File: config.mk
export PLATFORM = sky130hd
export DESIGN_NAME = obex_header_locator
export DESIGN_NICKNAME = d
export VERILOG_FILES = /design/src/sv/ohl_pkg.sv /design/src/sv/ohl_cfg.sv /design/src/sv/ohl_walker.sv /design/src/sv/obex_header_locator.sv
export VERILOG_INCLUDE_DIRS = /design/src /design/src/sv
export SDC_FILE = /design/constraint.sdc
export NUM_CORES = 1
export LEC_CHECK = 0
export BUFFER_PORTS_ARGS = -buffer_cell sky130_fd_sc_hd__clkbuf_2
export CORE_MARGIN = 2
export CORE_UTILIZATION = 30
export CTS_BUF_LIST = sky130_fd_sc_hd__clkbuf_4
export CTS_CLUSTER_DIAMETER = 150
export CTS_CLUSTER_SIZE = 20
export DETAILED_ROUTE_END_ITERATION = 10
export SETUP_SLACK_MARGIN = 0.05
export SYNTH_ARGS = -nofsm -noshare
export SYNTH_HDL_FRONTEND = slang
export SYNTH_HIERARCHICAL = 1
export SYNTH_SLANG_ARGS = --single-unit
File: constraint.sdc
create_clock -name clk -period 11.4 [get_ports clk]
set_clock_uncertainty 0.15 [all_clocks]
set_input_delay 1.71 -clock clk [delete_from_list [all_inputs] [get_ports clk]]
set_output_delay 1.71 -clock clk [all_outputs]
set_load 0.03 [all_outputs]
File: src/sv/obex_header_locator_macros.svh
// assertion macros used by the locator walker
// every property is clocked on clk and held off while rst_n is low
`ifndef OBEX_HEADER_LOCATOR_MACROS_SVH
`define OBEX_HEADER_LOCATOR_MACROS_SVH

`ifndef SYNTH

// same-cycle implication
`define OHL_ASSERT_NOW(label, ante, cons) \
    label: assert property (@(posedge clk) disable iff (!rst_n) (ante) |-> (cons)) \
        else $error("ohl assertion failed");

// next-cycle implication
`define OHL_ASSERT_NEXT(label, ante, cons) \
    label: assert property (@(posedge clk) disable iff (!rst_n) (ante) |=> (cons)) \
        else $error("ohl assertion failed");

`else

`define OHL_ASSERT_NOW(label, ante, cons)
`define OHL_ASSERT_NEXT(label, ante, cons)

`endif

`endif

File: src/sv/ohl_pkg.sv
`timescale 1ns / 1ps

package ohl_pkg;

    localparam int AddrWidth = 3;
    localparam int DataWidth = 32;

    // register index taken from paddr[2]
    localparam logic REG_TARGET_ID = 1'b0;

    localparam logic [7:0] TargetIdReset = 8'd72;
    localparam logic [16:0] NhpStart = 17'd3;
    localparam logic [15:0] MinHeaderLength = 16'd3;

    // header id classes from the top two bits
    localparam logic [1:0] CLASS_PAIR = 2'b10;
    localparam logic [1:0] CLASS_QUAD = 2'b11;
    localparam logic [16:0] PairSize = 17'd2;
    localparam logic [16:0] QuadSize = 17'd5;

    typedef enum logic [1:0] {
        ST_FOUND     = 2'd0,
        ST_ABSENT    = 2'd1,
        ST_MALFORMED = 2'd2,
        ST_TRUNCATED = 2'd3
    } status_t;

    typedef enum logic [2:0] {
        PH_ID     = 3'b001,
        PH_LEN_HI = 3'b010,
        PH_LEN_LO = 3'b100
    } phase_t;

    typedef struct packed {
        logic        valid;
        status_t     status;
        logic [15:0] offset;
    } result_t;

endpackage

File: src/sv/ohl_cfg.sv
`timescale 1ns / 1ps

module ohl_cfg (
    input  logic                            clk,
    input  logic                            rst_n,
    input  logic                            psel,
    input  logic                            penable,
    input  logic                            pwrite,
    input  logic [ohl_pkg::AddrWidth-1:0]   paddr,
    input  logic [ohl_pkg::DataWidth-1:0]   pwdata,
    output logic [ohl_pkg::DataWidth-1:0]   prdata,
    output logic                            pready,
    output logic [7:0]                      target_id
);
    import ohl_pkg::*;

    logic [7:0] target_reg;
    logic       wr_en;
    logic       sel_target;

    assign pready     = 1'b1;
    assign sel_target = (paddr[2] == REG_TARGET_ID);
    assign wr_en      = psel && penable && pwrite && sel_target;

    always_ff @(posedge clk or negedge rst_n)
    begin
        if (!rst_n)
        begin
            target_reg <= TargetIdReset;
        end
        else if (wr_en)
        begin
            target_reg <= pwdata[7:0];
        end
    end

    always_comb
    begin
        prdata = '0;
        if (sel_target)
        begin
            prdata = {{(DataWidth-8){1'b0}}, target_reg};
        end
    end

    assign target_id = target_reg;

endmodule

File: src/sv/ohl_walker.sv
`timescale 1ns / 1ps

module ohl_walker (
    input  logic             clk,
    input  logic             rst_n,
    input  logic             fire,
    input  logic [7:0]       data_byte,
    input  logic             first_byte,
    input  logic             last_byte,
    input  logic [7:0]       target_id,
    output ohl_pkg::result_t res
);
    import ohl_pkg::*;

    `include "obex_header_locator_macros.svh"

    logic [15:0] byte_index_reg, byte_index_next;
    logic [15:0] decl_len_reg, decl_len_next;
    logic [16:0] nhp_reg, nhp_next;
    phase_t      phase_reg, phase_next;
    logic [7:0]  len_hi_reg, len_hi_next;
    logic        given_reg, given_next;

    // packet view after a possible restart on the opcode byte
    logic [15:0] idx;
    logic [15:0] dl;
    logic [16:0] nhp;
    phase_t      phase;
    logic [7:0]  len_hi;
    logic        given;
    logic [15:0] hdr_len;
    logic [15:0] new_dl;
    logic [16:0] nhp_sum;

    always_comb
    begin
        idx    = first_byte ? '0 : byte_index_reg;
        dl     = first_byte ? '0 : decl_len_reg;
        nhp    = first_byte ? NhpStart : nhp_reg;
        phase  = first_byte ? PH_ID : phase_reg;
        len_hi = first_byte ? '0 : len_hi_reg;
        given  = first_byte ? 1'b0 : given_reg;

        hdr_len = {len_hi, data_byte};
        new_dl  = {dl[15:8], data_byte};
        nhp_sum = nhp + {1'b0, hdr_len};

        byte_index_next = (idx != 16'hFFFF) ? idx + 16'd1 : idx;
        decl_len_next   = dl;
        nhp_next        = nhp;
        phase_next      = phase;
        len_hi_next     = len_hi;
        given_next      = given;

        res.valid  = 1'b0;
        res.status = ST_FOUND;
        res.offset = '0;

        if (!given)
        begin
            if (idx == 16'd1)
            begin
                decl_len_next = {data_byte, 8'h00};
            end
            else if (idx == 16'd2)
            begin
                decl_len_next = new_dl;
                if (nhp >= {1'b0, new_dl})
                begin
                    res.valid  = 1'b1;
                    res.status = ST_ABSENT;
                end
            end
            else if (idx >= 16'd3)
            begin
                case (phase)
                    PH_LEN_HI:
                    begin
                        len_hi_next = data_byte;
                        phase_next  = PH_LEN_LO;
                    end
                    PH_LEN_LO:
                    begin
                        phase_next = PH_ID;
                        if (hdr_len < MinHeaderLength)
                        begin
                            res.valid  = 1'b1;
                            res.status = ST_MALFORMED;
                        end
                        else
                        begin
                            nhp_next = nhp_sum;
                            if (nhp_sum >= {1'b0, dl})
                            begin
                                res.valid  = 1'b1;
                                res.status = ST_ABSENT;
                            end
                        end
                    end
                    PH_ID:
                    begin
                        if ({1'b0, idx} == nhp)
                        begin
                            if (data_byte == target_id)
                            begin
                                res.valid  = 1'b1;
                                res.status = ST_FOUND;
                                res.offset = idx + 16'd1;
                            end
                            else if (data_byte[7:6] == CLASS_PAIR
                                     || data_byte[7:6] == CLASS_QUAD)
                            begin
                                // fixed-size header, skip it whole
                                nhp_next = nhp + ((data_byte[7:6] == CLASS_PAIR)
                                                  ? PairSize : QuadSize);
                                if (nhp_next >= {1'b0, dl})
                                begin
                                    res.valid  = 1'b1;
                                    res.status = ST_ABSENT;
                                end
                            end
                            else
                            begin
                                phase_next = PH_LEN_HI;
                            end
                        end
                    end
                    default:
                    begin
                        phase_next = PH_ID;
                    end
                endcase
            end

            if (!res.valid && last_byte)
            begin
                res.valid  = 1'b1;
                res.status = ST_TRUNCATED;
            end

            if (res.valid)
            begin
                given_next = 1'b1;
            end
        end
    end

    always_ff @(posedge clk or negedge rst_n)
    begin
        if (!rst_n)
        begin
            byte_index_reg <= '0;
            decl_len_reg   <= '0;
            nhp_reg        <= NhpStart;
            phase_reg      <= PH_ID;
            len_hi_reg     <= '0;
            given_reg      <= 1'b0;
        end
        else if (fire)
        begin
            byte_index_reg <= byte_index_next;
            decl_len_reg   <= decl_len_next;
            nhp_reg        <= nhp_next;
            phase_reg      <= phase_next;
            len_hi_reg     <= len_hi_next;
            given_reg      <= given_next;
        end
    end

    // one result per packet
    `OHL_ASSERT_NOW(a_one_result, fire && given_reg && !first_byte, !res.valid)
    `OHL_ASSERT_NEXT(a_given_set, fire && res.valid, given_reg)
    `OHL_ASSERT_NOW(a_offset_zero, res.valid && res.status != ST_FOUND, res.offset == 16'd0)
    `OHL_ASSERT_NEXT(a_index_step, fire && first_byte, byte_index_reg == 16'd1)

endmodule

File: src/sv/obex_header_locator.sv
`timescale 1ns / 1ps

// obex header locator
// bytes of an obex packet come in on the byte channel (byte_valid / byte_stall)
// with data_byte, first_byte on the opcode byte and last_byte on the final one.
// one result per packet leaves on the result channel (result_valid /
// result_stall) as status and value_offset; found gives the index just past
// the matching header id. the header id searched for sits in the apb register
// at address 0 (target_id, reset 0x48).
// one byte is taken every cycle while byte_stall is low; a byte passes an
// input register and its result is registered in the output register.
// the walk over one byte is a compare and a 17-bit add between those two.
// when the output register holds a result and result_stall is high, a byte
// in the input register is held and byte_stall rises until the result leaves.
// reset clears the valid flags of both registers and starts a fresh packet; a
// stream that starts without first_byte is taken as a new packet.
module obex_header_locator (
    input  logic                            clk,
    input  logic                            rst_n,
    input  logic                            byte_valid,
    output logic                            byte_stall,
    input  logic [7:0]                      data_byte,
    input  logic                            first_byte,
    input  logic                            last_byte,
    output logic                            result_valid,
    input  logic                            result_stall,
    output logic [1:0]                      status,
    output logic [15:0]                     value_offset,
    input  logic                            psel,
    input  logic                            penable,
    input  logic                            pwrite,
    input  logic [ohl_pkg::AddrWidth-1:0]   paddr,
    input  logic [ohl_pkg::DataWidth-1:0]   pwdata,
    output logic [ohl_pkg::DataWidth-1:0]   prdata,
    output logic                            pready
);
    import ohl_pkg::*;

    logic        in_valid_reg;
    logic [7:0]  in_data_reg;
    logic        in_first_reg;
    logic        in_last_reg;

    logic        out_valid_reg;
    status_t     out_status_reg;
    logic [15:0] out_offset_reg;

    logic        advance;
    logic        fire;
    logic [7:0]  target_id;
    result_t     res;

    ohl_cfg u_cfg (
        .clk       (clk),
        .rst_n     (rst_n),
        .psel      (psel),
        .penable   (penable),
        .pwrite    (pwrite),
        .paddr     (paddr),
        .pwdata    (pwdata),
        .prdata    (prdata),
        .pready    (pready),
        .target_id (target_id)
    );

    // output register free or emptying this cycle
    assign advance    = !out_valid_reg || !result_stall;
    assign fire       = in_valid_reg && advance;
    assign byte_stall = in_valid_reg && !advance;

    always_ff @(posedge clk or negedge rst_n)
    begin
        if (!rst_n)
        begin
            in_valid_reg <= 1'b0;
        end
        else if (!byte_stall)
        begin
            in_valid_reg <= byte_valid;
        end
    end

    always_ff @(posedge clk)
    begin
        if (!byte_stall && byte_valid)
        begin
            in_data_reg  <= data_byte;
            in_first_reg <= first_byte;
            in_last_reg  <= last_byte;
        end
    end

    ohl_walker u_walker (
        .clk        (clk),
        .rst_n      (rst_n),
        .fire       (fire),
        .data_byte  (in_data_reg),
        .first_byte (in_first_reg),
        .last_byte  (in_last_reg),
        .target_id  (target_id),
        .res        (res)
    );

    always_ff @(posedge clk or negedge rst_n)
    begin
        if (!rst_n)
        begin
            out_valid_reg <= 1'b0;
        end
        else if (fire)
        begin
            out_valid_reg <= res.valid;
        end
        else if (!result_stall)
        begin
            out_valid_reg <= 1'b0;
        end
    end

    always_ff @(posedge clk)
    begin
        if (fire && res.valid)
        begin
            out_status_reg <= res.status;
            out_offset_reg <= res.offset;
        end
    end

    assign result_valid = out_valid_reg;
    assign status       = out_status_reg;
    assign value_offset = out_offset_reg;

endmodule
**Yosys cells after proc, flatten, opt, wreduce, memory -nomap -nowiden**

Index checks and enable logic that the tools add are counted.

- Output and inout port bits: 53
- Register bits after elaboration: 99
- Input bits: 52
- Logic and storage cells: 105

- Mux-type cells: 56
- Magnitude comparators: 5
- Equality and inequality tests: 11
- Add/sub/neg operators: 3
- Reductions and logical operators: 15
- Bitwise gates (word level): 1

Operators by type and width:

| kind | count |
|---|---|
| 2-to-1 mux 17 bit | 9 |
| 2-to-1 mux 16 bit | 8 |
| 2-to-1 mux 19 bit | 5 |
| 2-to-1 mux 8 bit | 8 |
| 2-to-1 mux 3 bit | 18 |
| >= comparator 17 x 16 -> 1 bit | 3 |
| case mux 17 bit (2 select lines) | 1 |
| adder 17 x 16 -> 17 bit | 1 |
| adder 17 bit | 1 |
| equality test 16 x 17 -> 1 bit | 1 |
| adder 16 x 1 -> 16 bit, second input constant | 1 |
| equality test 16 x 1 -> 1 bit, second input constant | 1 |
| equality test 16 x 2 -> 1 bit, second input constant | 1 |
| >= comparator 16 x 2 -> 1 bit, second input constant | 1 |
| < comparator 16 x 2 -> 1 bit, second input constant | 1 |
| inequality test 16 bit, second input constant | 1 |
| case mux 3 bit (2 select lines) | 2 |
| equality test 8 bit | 1 |
| logical AND 1 bit | 8 |
| zero test 1 bit | 5 |
| 2-to-1 mux 1 bit | 5 |
| equality test 2 bit, second input constant | 2 |
| equality test 3 x 1 -> 1 bit, second input constant | 1 |
| equality test 3 x 2 -> 1 bit, second input constant | 1 |
| other kinds (4) | 5 |

**Depth between registers and ports, before layout**

Gate-level depths: netlist (run 1).

- Word-level depth: 19
- Mapped depth: 26
- Mapped depth without buffers: 22

**Hierarchy**

The synthesis (run 1) kept the hierarchy.

Modules (own cells, without submodules):

| module | seq. area each (um^2) | area each (um^2) | cells each | instances |
|---|---|---|---|---|
| ohl_walker | 1530.2 | 6602.6 | 825 | 1 |
| obex_header_locator | 890.9 | 939.7 | 39 | 1 |
| ohl_cfg | 202.7 | 581.8 | 52 | 1 |

**Worst setup path before layout (run 1)**

OpenSTA, ideal clock, no wires.

- Path kind: flip-flop to flip-flop
- Start: reg in_first_reg
- End: reg out_status_reg[0] (netlist: status[0]) (enable)
- Arrival time: 5596 ps
- Cell stages (with the launch flop): 26
- Required time: 10851 ps
- Path buffers: 4
- Library setup time: 399 ps
- Slack: 5255 ps
- Clock period less this slack: 6145 ps
- Path through: edfxtp_1 buf_2 clkbuf_1 clkbuf_1 clkbuf_1 nor2_1 inv_1 ha_1 fa_1 nor2b_1 o31ai_1 a2111oi_2 o21ai_1 a31oi_1 xor2_1 ha_1 nand2_1 o21ai_0 nor3_1 a211oi_1 nor3_1 mux2i_1 a31oi_1 o21ai_0 nand2_1 a21oi_1

RTL lines:

| what | line | text |
|---|---|---|
| start: declaration | obex_header_locator.sv:41 | `logic in_first_reg;` |
| start signal: assignment | obex_header_locator.sv:88 | `in_first_reg <= first_byte;` |
| end signal: assignment | obex_header_locator.sv:124 | `out_status_reg <= res.status;` |
| end: declaration | obex_header_locator.sv:45 | `status_t out_status_reg;` |

==> results.json, run 1 <==
{
  "cellPowerDensity_mw_per_mm2": 125,
  "clock_tree_from_tritoncts": "done",
  "setup_viol": 0,
  "worst_setup_path_endpoint": "value_offset[2]$_DFFE_PP_",
  "timing.slew.headroom": 0.320,
  "synth_warnings": 6,
  "dr.pass1.iters": 5,
  "power_switching_share": 0.429,
  "worst_ep_arrival_time_ns": 6.86,
  "rows": 60,
  "placement.io_buffers": 53,
  "fraction_of_registers_with_async_set_reset": 0.717,
  "yosys.cell_types.count": 85,
  "grt_start_max_net_pins": 72,
  "worst-r2r-setup-slack_ns": 4.55,
  "coreArea_sq_mm": 0.0268,
  "timing.critical_path.buf_inv": 2,
  "syn-instance-count": 916,
  "ir_drop_uv": 64.8,
  "power_switching_uw": 468,
  "die_height_um": 169,
  "filler_cell_count": 2826,
  "crit_slowest_cell": "sky130_fd_sc_hd__a21oi_2",
  "internal_power_uw": 623,
  "ctsHoldBuffers": 0,
  "initial_standard_cell_utilization_of_the_core": 0.303,
  "outcome": "finished, final reports clean",
  "largest_reg_flops": 17,
  "yosysSeqAreaShare": 0.323,
  "tcrit_tclk_final": 0.601,
  "drtIter0Drc": 748,
  "post_cts_setup_buffer_count": 0,
  "flow.area_growth_from_synthesis_pct": 7.30,
  "crit_path_max_incr_delay_ns": 0.74,
  "startpoint_type_of_the_worst_setup_path": "flop",
  "seq_power_share": 0.445,
  "finalNetCount": 1052,
  "clock_power_share": 0.178,
  "grt_pass1_vias": 6475,
  "placed_cell_area_sq_mm": 0.00857,
  "most_area_consuming_cells_after_synthesis": "sky130_fd_sc_hd__dfrtp_1 20%, sky130_fd_sc_hd__edfxtp_1 10%, sky130_fd_sc_hd__ha_1 9.5%",
  "timing.hold.ws_ns": 0.369,
  "fin_area_sq_mm": 0.00872,
  "cap_viol_max_count": 0,
  "clk_transition_reported_paths_ns": 0.17,
  "maxSlewViolCount": 0,
  "critical_path_required_ns": 11.41,
  "criticalPathCategory": "reg -> reg",
  "critical_path_endpoint_category": "flop",
  "power.leakage_uw": 0.00372,
  "clock_sinks": 99,
  "yosysTopAreaCellShare": 0.203,
  "timing_hold_violations_final": 0,
  "clk_path_buf_depth": 2,
  "cts_resized": 0,
  "r2r_end": "value_offset[2]$_DFFE_PP_",
  "most_common_cell_after_layout_fill_and_taps_aside": "sky130_fd_sc_hd__nor2_1",
  "pwr-share-comb": 0.377,
  "worst-r2r-cell-count": 22,
  "drive_above_1_share": 0.133,
  "clock-root-buffer": "sky130_fd_sc_hd__clkbuf_4",
  "wire_length_of_the_first_global_routing_pass_mm": 35.6,
  "postRouteWirelength_mm": 22.5,
  "yosys_most_used_dff": "sky130_fd_sc_hd__dfrtp_1",
  "synth_enable_flop_cells": 28,
  "synth_top_cell_by_area": "sky130_fd_sc_hd__dfrtp_1",
  "path_cells": "buf_4 -> buf_4 -> nor2b_2 -> ha_1 -> nor2b_1 -> a21oi_1 -> maj3_2 -> o41ai_2 -> nor2_1 -> a41oi_1 -> xnor2_1 -> ha_1 -> nand2_1 -> o21ai_0 -> nor3_1 -> a211oi_1 -> nor3_1 -> mux2i_1 -> a31oi_1 -> o21ai_0 -> nand2_1 -> a21oi_2",
  "rsz0062_at_grt": "no",
  "crit-reg2reg-launch": "in_first_reg$_DFFE_PP_",
  "fin_total_pwr_uw": 1090,
  "hp-class": "reg -> reg",
  "crit_family": "compound AO/OA/AOI/OAI gates",
  "globalRouteTotalUtil": 0.158,
  "postSynthAreaPerCell_sq_um": 8.87,
  "avgViaCountPerCell": 5.32,
  "cts_buffers": 9,
  "most-common-layout-cells": "80 x sky130_fd_sc_hd__nor2_1, 69 x sky130_fd_sc_hd__nand2_1, 66 x sky130_fd_sc_hd__dfrtp_1",
  "drc": 0,
  "setup_tns_final_ns": 0,
  "grt_antenna_before_repair": 1,
  "dieWidth_um": 169,
  "fmaxAchievable_mhz": 146,
  "grt_overflow": 0,
  "die_area_sq_mm": 0.0284,
  "hpwlAfterDp_mm": 17.0,
  "clock_insertion_delay_worst_skew_ns": 0.52,
  "gp_congestion": 0.874,
  "post_dr_wirelength_cell_um": 17.5,
  "cp.depth": 22,
  "remaining_antenna_violation_count_after_routing": 0,
  "ios": 105,
  "synth.cell_area_sq_mm": 0.00812,
  "dr_total_vias": 6842,
  "flip_flop_and_latch_count_after_synthesis": 99,
  "critPathLaunch": "in_first_reg$_DFFE_PP_",
  "worstPathMaxFanout": 50,
  "least_margin_pin_slew_ns": 1.02,
  "post_layout_minimum_cycle_time_ns": 6.85,
  "htree_levels": 3
}
[power by group through the flow]
stage	registers (uW)	clock network [uW]	logic, uW
after detailed placement	492	0	409
after floorplan	465	0	328
final	486	195	411
after global routing	493	215	459
after CTS	484	202	410
after global placement	490	0	402
[per-stage QoR]
step	std cells	util	worst slack, ns
after floorplan	939	-	5.26
after global placement	1267	0.320	4.64
after detailed placement	1267	0.320	4.59
after CTS	1283	0.325	4.58
after global routing	1284	0.325	3.95
final	1285	0.325	4.55
[how the worst min path moves through the flow]
stage | from | end | depth (start not counted)
3_5_place_dp | u_walker/decl_len_reg[15]$_DFFE_PN0P_ | u_walker/decl_len_reg[15]$_DFFE_PN0P_ | 1
6_report | u_walker/decl_len_reg[0]$_DFFE_PN0P_ | u_walker/decl_len_reg[0]$_DFFE_PN0P_ | 1
4_1_cts | u_walker/decl_len_reg[0]$_DFFE_PN0P_ | u_walker/decl_len_reg[0]$_DFFE_PN0P_ | 1
5_1_grt | u_walker/decl_len_reg[13]$_DFFE_PN0P_ | u_walker/decl_len_reg[13]$_DFFE_PN0P_ | 1
3_3_place_gp | u_walker/decl_len_reg[0]$_DFFE_PN0P_ | u_walker/decl_len_reg[0]$_DFFE_PN0P_ | 1
2_1_floorplan | u_walker/decl_len_reg[0]$_DFFE_PN0P_ | u_walker/decl_len_reg[0]$_DFFE_PN0P_ | 1
[layout make-up]
| cell class | instances | area, sq um | share of cell area |
|---|---|---|---|
| multi-input cells | 732 | 5060 | 0.581 |
| flip-flops and latches | 99 | 2620 | 0.301 |
| well taps | 341 | 427 | 0.0489 |
| repair buffers | 62 | 335 | 0.0385 |
| inverters | 33 | 124 | 0.0142 |
| clock inverters | 7 | 71.3 | 0.00818 |
| clock buffers | 9 | 67.6 | 0.00775 |
| diodes | 2 | 5.00 | 0.000574 |
[worst register-to-register path, stage by stage, from the launching register on]
cell                       delay, ns
sky130_fd_sc_hd__edfxtp_1       0.36
sky130_fd_sc_hd__buf_4          0.35
sky130_fd_sc_hd__buf_4          0.55
sky130_fd_sc_hd__nor2b_2        0.19
sky130_fd_sc_hd__ha_1           0.38
sky130_fd_sc_hd__nor2b_1        0.15
sky130_fd_sc_hd__a21oi_1        0.07
sky130_fd_sc_hd__maj3_2         0.37
sky130_fd_sc_hd__o41ai_2        0.44
sky130_fd_sc_hd__nor2_1         0.12
sky130_fd_sc_hd__a41oi_1        0.26
sky130_fd_sc_hd__xnor2_1        0.17
sky130_fd_sc_hd__ha_1           0.32
sky130_fd_sc_hd__nand2_1        0.05
sky130_fd_sc_hd__o21ai_0        0.24
sky130_fd_sc_hd__nor3_1         0.09
sky130_fd_sc_hd__a211oi_1       0.46
sky130_fd_sc_hd__nor3_1         0.12
sky130_fd_sc_hd__mux2i_1        0.33
sky130_fd_sc_hd__a31oi_1        0.20
sky130_fd_sc_hd__o21ai_0        0.25
sky130_fd_sc_hd__nand2_1        0.11
sky130_fd_sc_hd__a21oi_2        0.74
[routing by layer]
metal / track usage / vias up / part of all wire
li1: - / 3341 / -
met1: 0.230 / 3246 / 0.48
met2: 0.248 / 224 / 0.44
met3: 0.0250 / 31 / 0.057
met4: 0.0341 / 0 / 0.018
met5: 0 / - / 0
[synth_stat cells (12+ instances only)]
library cell / count
sky130_fd_sc_hd__edfxtp_1: 28
sky130_fd_sc_hd__nor2b_1: 32
sky130_fd_sc_hd__nand2_1: 69
sky130_fd_sc_hd__nand3_1: 27
sky130_fd_sc_hd__inv_1: 32
sky130_fd_sc_hd__buf_4: 28
sky130_fd_sc_hd__clkbuf_1: 34
sky130_fd_sc_hd__dfrtp_1: 66
sky130_fd_sc_hd__xor2_1: 23
sky130_fd_sc_hd__a22oi_1: 12
sky130_fd_sc_hd__nor2_1: 80
sky130_fd_sc_hd__nor3_1: 25
sky130_fd_sc_hd__nand4_1: 16
sky130_fd_sc_hd__o21ai_0: 34
sky130_fd_sc_hd__xnor2_1: 45
sky130_fd_sc_hd__a21oi_1: 49
sky130_fd_sc_hd__nor4_1: 13
sky130_fd_sc_hd__a22o_1: 24
sky130_fd_sc_hd__nand2b_1: 16
sky130_fd_sc_hd__ha_1: 62
[cell families after synthesis]
kind of cell | synth area share
adder cells (fa/ha/maj) | 0.102
XOR/XNOR | 0.0733
AO/OA/AOI/OAI | 0.194
flip-flops | 0.323
multiplexers | 0.0237
buffers and inverters | 0.0648
other | 0.000924
AND/OR/NAND/NOR | 0.219
No activity file was read; power rests on OpenSTA's default activity.
==> run 2, diff against run 1 <==
clock period = 6.5 ns   (was 11.4 ns; I/O delays follow)
==> run 2 against run 1 <==
  * Utilization increased by 0.23 points
  * Combinational power increased by 78%
  * Worst setup slack got worse by 4.1 ns
  * Via count increased by 2.5%
  * Register-to-register slack got worse by 4.1 ns
  * Fmax increased by 13%
  * Global-route usage increased by 0.40 points
  * Sequential power increased by 75%
  * Die area unchanged
  * Sequential cell count unchanged
  * Final area increased by 0.72%
  * Largest cell class unchanged
==> results.json, run 2 (synthesis results as in run 1) <==
{
  "grt_pass1_vias": 6522,
  "clk_path_buf_depth": 2,
  "min_delay_path_depth": 1,
  "dr.pass1.iters": 5,
  "criticalPathCategory": "reg -> reg",
  "outcome": "finished, final reports clean",
  "place_inst": 1277,
  "clock_sinks": 99,
  "crit_family": "compound AO/OA/AOI/OAI gates",
  "remaining_antenna_violation_count_after_routing": 0,
  "critical_path_endpoint_category": "flop",
  "flow.area_growth_from_synthesis_pct": 8.07,
  "most-common-layout-cells": "80 x sky130_fd_sc_hd__nor2_1, 69 x sky130_fd_sc_hd__nand2_1, 66 x sky130_fd_sc_hd__dfrtp_1",
  "ir_drop_uv": 98.0,
  "critical_path_required_ns": 6.56,
  "timing.slew.headroom": 0.303,
  "fmaxAchievable_mhz": 165,
  "timing.critical_path.buf_inv": 2,
  "wire_length_of_the_first_global_routing_pass_mm": 36.4,
  "power.leakage_uw": 0.00377,
  "dr_total_vias": 7015,
  "wl_met2_mm": 10.2,
  "initial_standard_cell_utilization_of_the_core": 0.303,
  "maxSlewViolCount": 0,
  "timing_hold_violations_final": 0,
  "rows": 60,
  "clock-root-buffer": "sky130_fd_sc_hd__clkbuf_4",
  "tcrit_tclk_final": 0.935,
  "dieWidth_um": 169,
  "worst_ep_arrival_time_ns": 6.14,
  "die_height_um": 169,
  "die_area_sq_mm": 0.0284,
  "grt_start_max_net_pins": 72,
  "cp.depth": 22,
  "postRouteWirelength_mm": 23.2,
  "ios": 105,
  "worst-r2r-cell-count": 22,
  "htree_levels": 3,
  "place_ws_ns": 0.628,
  "grt_antenna_before_repair": 1,
  "clock_tree_from_tritoncts": "done",
  "setup_ws_ns": 0.425,
  "drc": 0,
  "largest_reg_flops": 17,
  "drtIter0Drc": 786,
  "coreArea_sq_mm": 0.0268,
  "topRoutingLayerUsed": "met4",
  "hp-class": "reg -> reg",
  "setup_tns_final_ns": 0,
  "hpwlAfterDp_mm": 17.5,
  "setup_viol": 0,
  "crit_slowest_cell": "sky130_fd_sc_hd__edfxtp_1",
  "cts_resized": 0,
  "finalNetCount": 1062,
  "avgViaCountPerCell": 5.42,
  "clock_insertion_delay_worst_skew_ns": 0.50,
  "grt_overflow": 0,
  "ctsHoldBuffers": 0,
  "globalRouteTotalUtil": 0.162,
  "filler_cell_count": 2807,
  "post_dr_wirelength_cell_um": 17.9,
  "least_margin_pin_slew_ns": 1.04,
  "clk_transition_reported_paths_ns": 0.16,
  "rsz0062_at_grt": "no",
  "startpoint_type_of_the_worst_setup_path": "flop",
  "stdcell_count": 1294,
  "post_layout_minimum_cycle_time_ns": 6.08,
  "worstPathMaxFanout": 20,
  "post_cts_setup_buffer_count": 0,
  "cap_viol_max_count": 0,
  "cts_buffers": 9,
  "placement.io_buffers": 53,
  "path_cells": "buf_4 -> nor2b_1 -> ha_1 -> a2111oi_0 -> a211o_1 -> o41ai_2 -> o31ai_1 -> nand3_1 -> a21oi_1 -> xor2_1 -> ha_1 -> nand3_1 -> nor4_1 -> nand4_1 -> nand2_1 -> nor3_1 -> mux2i_1 -> a31oi_1 -> o21ai_0 -> nand2_1 -> a21oi_2 -> buf_4",
  "gp_congestion": 0.937,
  "drive_above_1_share": 0.142,
  "detail_route.wirelength.met1_mm": 11.0,
  "met3_length_mm": 1.52,
  "cellPowerDensity_mw_per_mm2": 217,
  "crit_path_max_incr_delay_ns": 0.60,
  "most_common_cell_after_layout_fill_and_taps_aside": "sky130_fd_sc_hd__nor2_1"
}
## run 2: final cells by class
| type | instances | area, sq um | area share |
|---|---|---|---|
| Timing Repair Buffer | 72 | 410 | 0.0467 |
| Sequential cell | 99 | 2620 | 0.299 |
| Tap cell | 341 | 427 | 0.0486 |
| Multi-Input combinational cell | 732 | 5060 | 0.577 |
| Antenna cell | 1 | 2.50 | 0.000285 |
| Inverter | 33 | 124 | 0.0141 |
| Clock inverter | 7 | 61.3 | 0.00698 |
| Clock buffer | 9 | 67.6 | 0.00770 |
## run 2: worst paths after layout
path,startpoint,end,slack [ns]
max,in_first_reg$_DFFE_PP_,value_offset[1]$_DFFE_PP_,0.42
min,u_walker/decl_len_reg[7]$_DFFE_PN0P_,u_walker/decl_len_reg[7]$_DFFE_PN0P_,0.37
max reg2reg,in_first_reg$_DFFE_PP_,value_offset[1]$_DFFE_PP_,0.42
min reg2reg,u_walker/decl_len_reg[7]$_DFFE_PN0P_,u_walker/decl_len_reg[7]$_DFFE_PN0P_,0.37
max in group asynchronous,rst_n,u_walker/nhp_reg[6]$_DFFE_PN0P_,5.09
min in group asynchronous,rst_n,u_walker/decl_len_reg[0]$_DFFE_PN0P_,0.43
## run 2: power by group
group          leakage (uW)  internal, uW  switching [uW]
Sequential          0.00121           729             119
Clock             0.0000703          86.0             243
Combinational       0.00249           280             450
Total               0.00377          1100             812
## run 2: metrics by stage
stage | util | power [uW] | hold WS [ns] | instance area (sq um)
floorplan | - | 1390 | 0.308 | 8210
global placement | 0.323 | 1570 | 0.325 | 8650
detailed placement | 0.323 | 1590 | 0.338 | 8650
CTS | 0.327 | 1920 | 0.377 | 8780
global route | 0.328 | 2040 | 0.390 | 8780
finish | 0.328 | 1910 | 0.371 | 8780
## run 2: layer usage
layer,track usage,vias to the layer above
met5,0,-
met4,0.0379,0
met3,0.0222,32
met2,0.254,267
met1,0.237,3360
li1,-,3356
==> run 3, diff against run 2 <==
SYNTH_HIERARCHICAL = default   (was 1)
==> run 3 against run 2 <==
  * Synthesized area is 2.6% higher
  * Routed wire length is 7.5% higher
  * Critical path depth is 4 lower
  * Fmax is 2.3% higher
  * Power is 2.2% lower
  * Sequential share of layout area is 0.79 points lower
  * Non-clock buffer count is 1 higher
  * Critical path type unchanged
  * Utilization hardly changed
  * Worst setup slack better by 0.14 ns
  * Combinational power is 4.5% lower
  * Die area is 2.5% higher
==> results.json, run 3 <==
{
  "synth_enable_flop_cells": 28,
  "pwr-share-comb": 0.374,
  "power_switching_share": 0.413,
  "cap_viol_max_count": 0,
  "worst-r2r-setup-slack_ns": 0.56,
  "globalRouteTotalUtil": 0.171,
  "coreArea_sq_mm": 0.0276,
  "grt_antenna_before_repair": 1,
  "synth_top_cell_by_area": "sky130_fd_sc_hd__dfrtp_1",
  "remaining_antenna_violation_count_after_routing": 0,
  "rows": 61,
  "largest_reg_flops": 17,
  "hp-class": "reg -> reg",
  "clk_path_buf_depth": 2,
  "clk_transition_reported_paths_ns": 0.18,
  "synth.most_common_cell": "sky130_fd_sc_hd__nand2_1",
  "ctsHoldBuffers": 0,
  "ios": 105,
  "grt_overflow": 0,
  "avgViaCountPerCell": 5.46,
  "cellPowerDensity_mw_per_mm2": 207,
  "die_area_sq_mm": 0.0291,
  "syn-instance-count": 987,
  "setup_ws_ns": 0.564,
  "yosys_most_used_dff": "sky130_fd_sc_hd__dfrtp_1",
  "grt_start_max_net_pins": 96,
  "grt_pass1_vias": 7070,
  "gp_congestion": 0.889,
  "synthTopCellsByCount": "99 x sky130_fd_sc_hd__nand2_1, 79 x sky130_fd_sc_hd__nor2_1, 66 x sky130_fd_sc_hd__dfrtp_1, 64 x sky130_fd_sc_hd__o21ai_0, 57 x sky130_fd_sc_hd__ha_1",
  "rsz0062_at_grt": "no",
  "flow.area_growth_from_synthesis_pct": 8.23,
  "setup_tns_final_ns": 0,
  "htree_levels": 3,
  "finalNetCount": 1112,
  "timing_hold_violations_final": 0,
  "synth.cell_area_sq_mm": 0.00833,
  "most_area_consuming_cells_after_synthesis": "sky130_fd_sc_hd__dfrtp_1 20%, sky130_fd_sc_hd__edfxtp_1 10%, sky130_fd_sc_hd__ha_1 8.6%",
  "dr.pass1.iters": 5,
  "worst_ep_arrival_time_ns": 5.98,
  "postRouteWirelength_mm": 24.9,
  "outcome": "finished, final reports clean",
  "critical_path_endpoint_category": "flop",
  "clock-root-buffer": "sky130_fd_sc_hd__clkbuf_4",
  "initial_standard_cell_utilization_of_the_core": 0.302,
  "post_cts_setup_buffer_count": 0,
  "tcrit_tclk_final": 0.913,
  "clock_power_share": 0.209,
  "startpoint_type_of_the_worst_setup_path": "flop",
  "die_height_um": 171,
  "fin_area_sq_mm": 0.00902,
  "dieWidth_um": 171,
  "timing.slew.headroom": 0.321,
  "power.leakage_uw": 0.00369,
  "worstPathMaxFanout": 18,
  "cts_buffers": 9,
  "drtIter0Drc": 858,
  "least_margin_pin_slew_ns": 1.02,
  "criticalPathCategory": "reg -> reg",
  "placement.io_buffers": 53,
  "hpwlAfterDp_mm": 18.2,
  "ir_drop_uv": 118,
  "fmaxAchievable_mhz": 168,
  "most_common_cell_after_layout_fill_and_taps_aside": "sky130_fd_sc_hd__nand2_1",
  "seq_power_share": 0.418,
  "clock_tree_from_tritoncts": "done",
  "synth_warnings": 0,
  "yosysTopAreaCellShare": 0.198,
  "yosys.cell_types.count": 86,
  "wire_length_of_the_first_global_routing_pass_mm": 39.0,
  "post_layout_minimum_cycle_time_ns": 5.94,
  "flip_flop_and_latch_count_after_synthesis": 99,
  "maxSlewViolCount": 0,
  "placed_cell_area_sq_mm": 0.00885,
  "internal_power_uw": 1090,
  "post_dr_wirelength_cell_um": 18.0,
  "dr_total_vias": 7570,
  "yosysSeqAreaShare": 0.315,
  "most-common-layout-cells": "99 x sky130_fd_sc_hd__nand2_1, 79 x sky130_fd_sc_hd__nor2_1, 66 x sky130_fd_sc_hd__dfrtp_1",
  "clock_sinks": 99,
  "critical_path_required_ns": 6.54,
  "power_switching_uw": 770,
  "cts_resized": 0,
  "clock_insertion_delay_worst_skew_ns": 0.53,
  "fraction_of_registers_with_async_set_reset": 0.717,
  "drive_above_1_share": 0.120,
  "postSynthAreaPerCell_sq_um": 8.44,
  "drc": 0,
  "place_ws_ns": 0.298,
  "setup_viol": 0
}
-- run 3: critical path: stages (launching register included) --
cell and delay [ns]:
sky130_fd_sc_hd__edfxtp_1 0.48, sky130_fd_sc_hd__or2_2 0.36, sky130_fd_sc_hd__ha_1 0.22, sky130_fd_sc_hd__fa_1 0.45, sky130_fd_sc_hd__a21oi_1 0.18, sky130_fd_sc_hd__nor3_1 0.07
sky130_fd_sc_hd__or3_1 0.46, sky130_fd_sc_hd__maj3_1 0.38, sky130_fd_sc_hd__a32oi_1 0.27, sky130_fd_sc_hd__xnor2_1 0.14, sky130_fd_sc_hd__ha_1 0.31, sky130_fd_sc_hd__nand2_1 0.07
sky130_fd_sc_hd__nor4_1 0.56, sky130_fd_sc_hd__o2111ai_1 0.22, sky130_fd_sc_hd__nand3_1 0.16, sky130_fd_sc_hd__nor3_1 0.06, sky130_fd_sc_hd__mux2_4 0.30, sky130_fd_sc_hd__o211ai_2 0.27
sky130_fd_sc_hd__and2_2 0.48
-- run 3: metal layers --
metal | vias to the layer above | routed length [um] | GRT usage | part of all wire
met5 | - | 0 | 0 | 0
met2 | 339 | 11400 | 0.275 | 0.46
met4 | 0 | 715 | 0.0572 | 0.029
met1 | 3615 | 11100 | 0.230 | 0.44
met3 | 52 | 1750 | 0.0312 | 0.070
li1 | 3564 | - | - | -
-- run 3: metrics by stage --
step           instances  total power (uW)   util  hold WS [ns]
4_1_cts             1385              1870  0.327         0.377
5_1_grt             1386              1970  0.327         0.395
6_report            1386              1860  0.327         0.370
3_5_place_dp        1369              1480  0.321         0.334
3_3_place_gp        1369              1470  0.321         0.335
2_1_floorplan       1010              1280      -         0.308
-- run 3: power by group through the flow --
stage | Clock (uW) | Combinational (uW) | Sequential (uW)
floorplan | 0 | 500 | 783
global placement | 0 | 680 | 790
detailed placement | 0 | 689 | 790
CTS | 400 | 692 | 778
global route | 419 | 765 | 788
finish | 389 | 697 | 779
-- run 3: layout make-up --
cell class / count / area (sq um)
clock buffers: 9 / 67.6
diodes: 1 / 2.50
repair buffers: 73 / 430
clock inverters: 7 / 93.8
fillers: 2916 / 18500
well taps: 378 / 473
multi-input cells: 793 / 5230
inverters: 26 / 97.6
flip-flops and latches: 99 / 2620
-- run 3: path summary, 6_finish.rpt --
kind                                                 startpoint                                endpoint  cells past startpoint
min reg2reg                u_walker.decl_len_reg[4]$_DFFE_PN0P_    u_walker.decl_len_reg[4]$_DFFE_PN0P_                      1
max in group asynchronous                                 rst_n  u_walker.byte_index_reg[3]$_DFFE_PN0P_                      1
min in group asynchronous                                 rst_n      u_walker.len_hi_reg[4]$_DFFE_PN0P_                      1
max reg2reg                              in_first_reg$_DFFE_PP_           value_offset[5]$_SDFFCE_PP0P_                     18
min                        u_walker.decl_len_reg[4]$_DFFE_PN0P_    u_walker.decl_len_reg[4]$_DFFE_PN0P_                      1
max                                      in_first_reg$_DFFE_PP_           value_offset[5]$_SDFFCE_PP0P_                     18
-- run 3: kinds of logic after synthesis --
kind of cell,share of synthesized area
simple gates,0.220
xor+xnor,0.0778
buf+inv,0.0680
mux,0.0249
flops,0.315
other cells,0.000901
compound gates,0.204
fa+ha+maj,0.0892
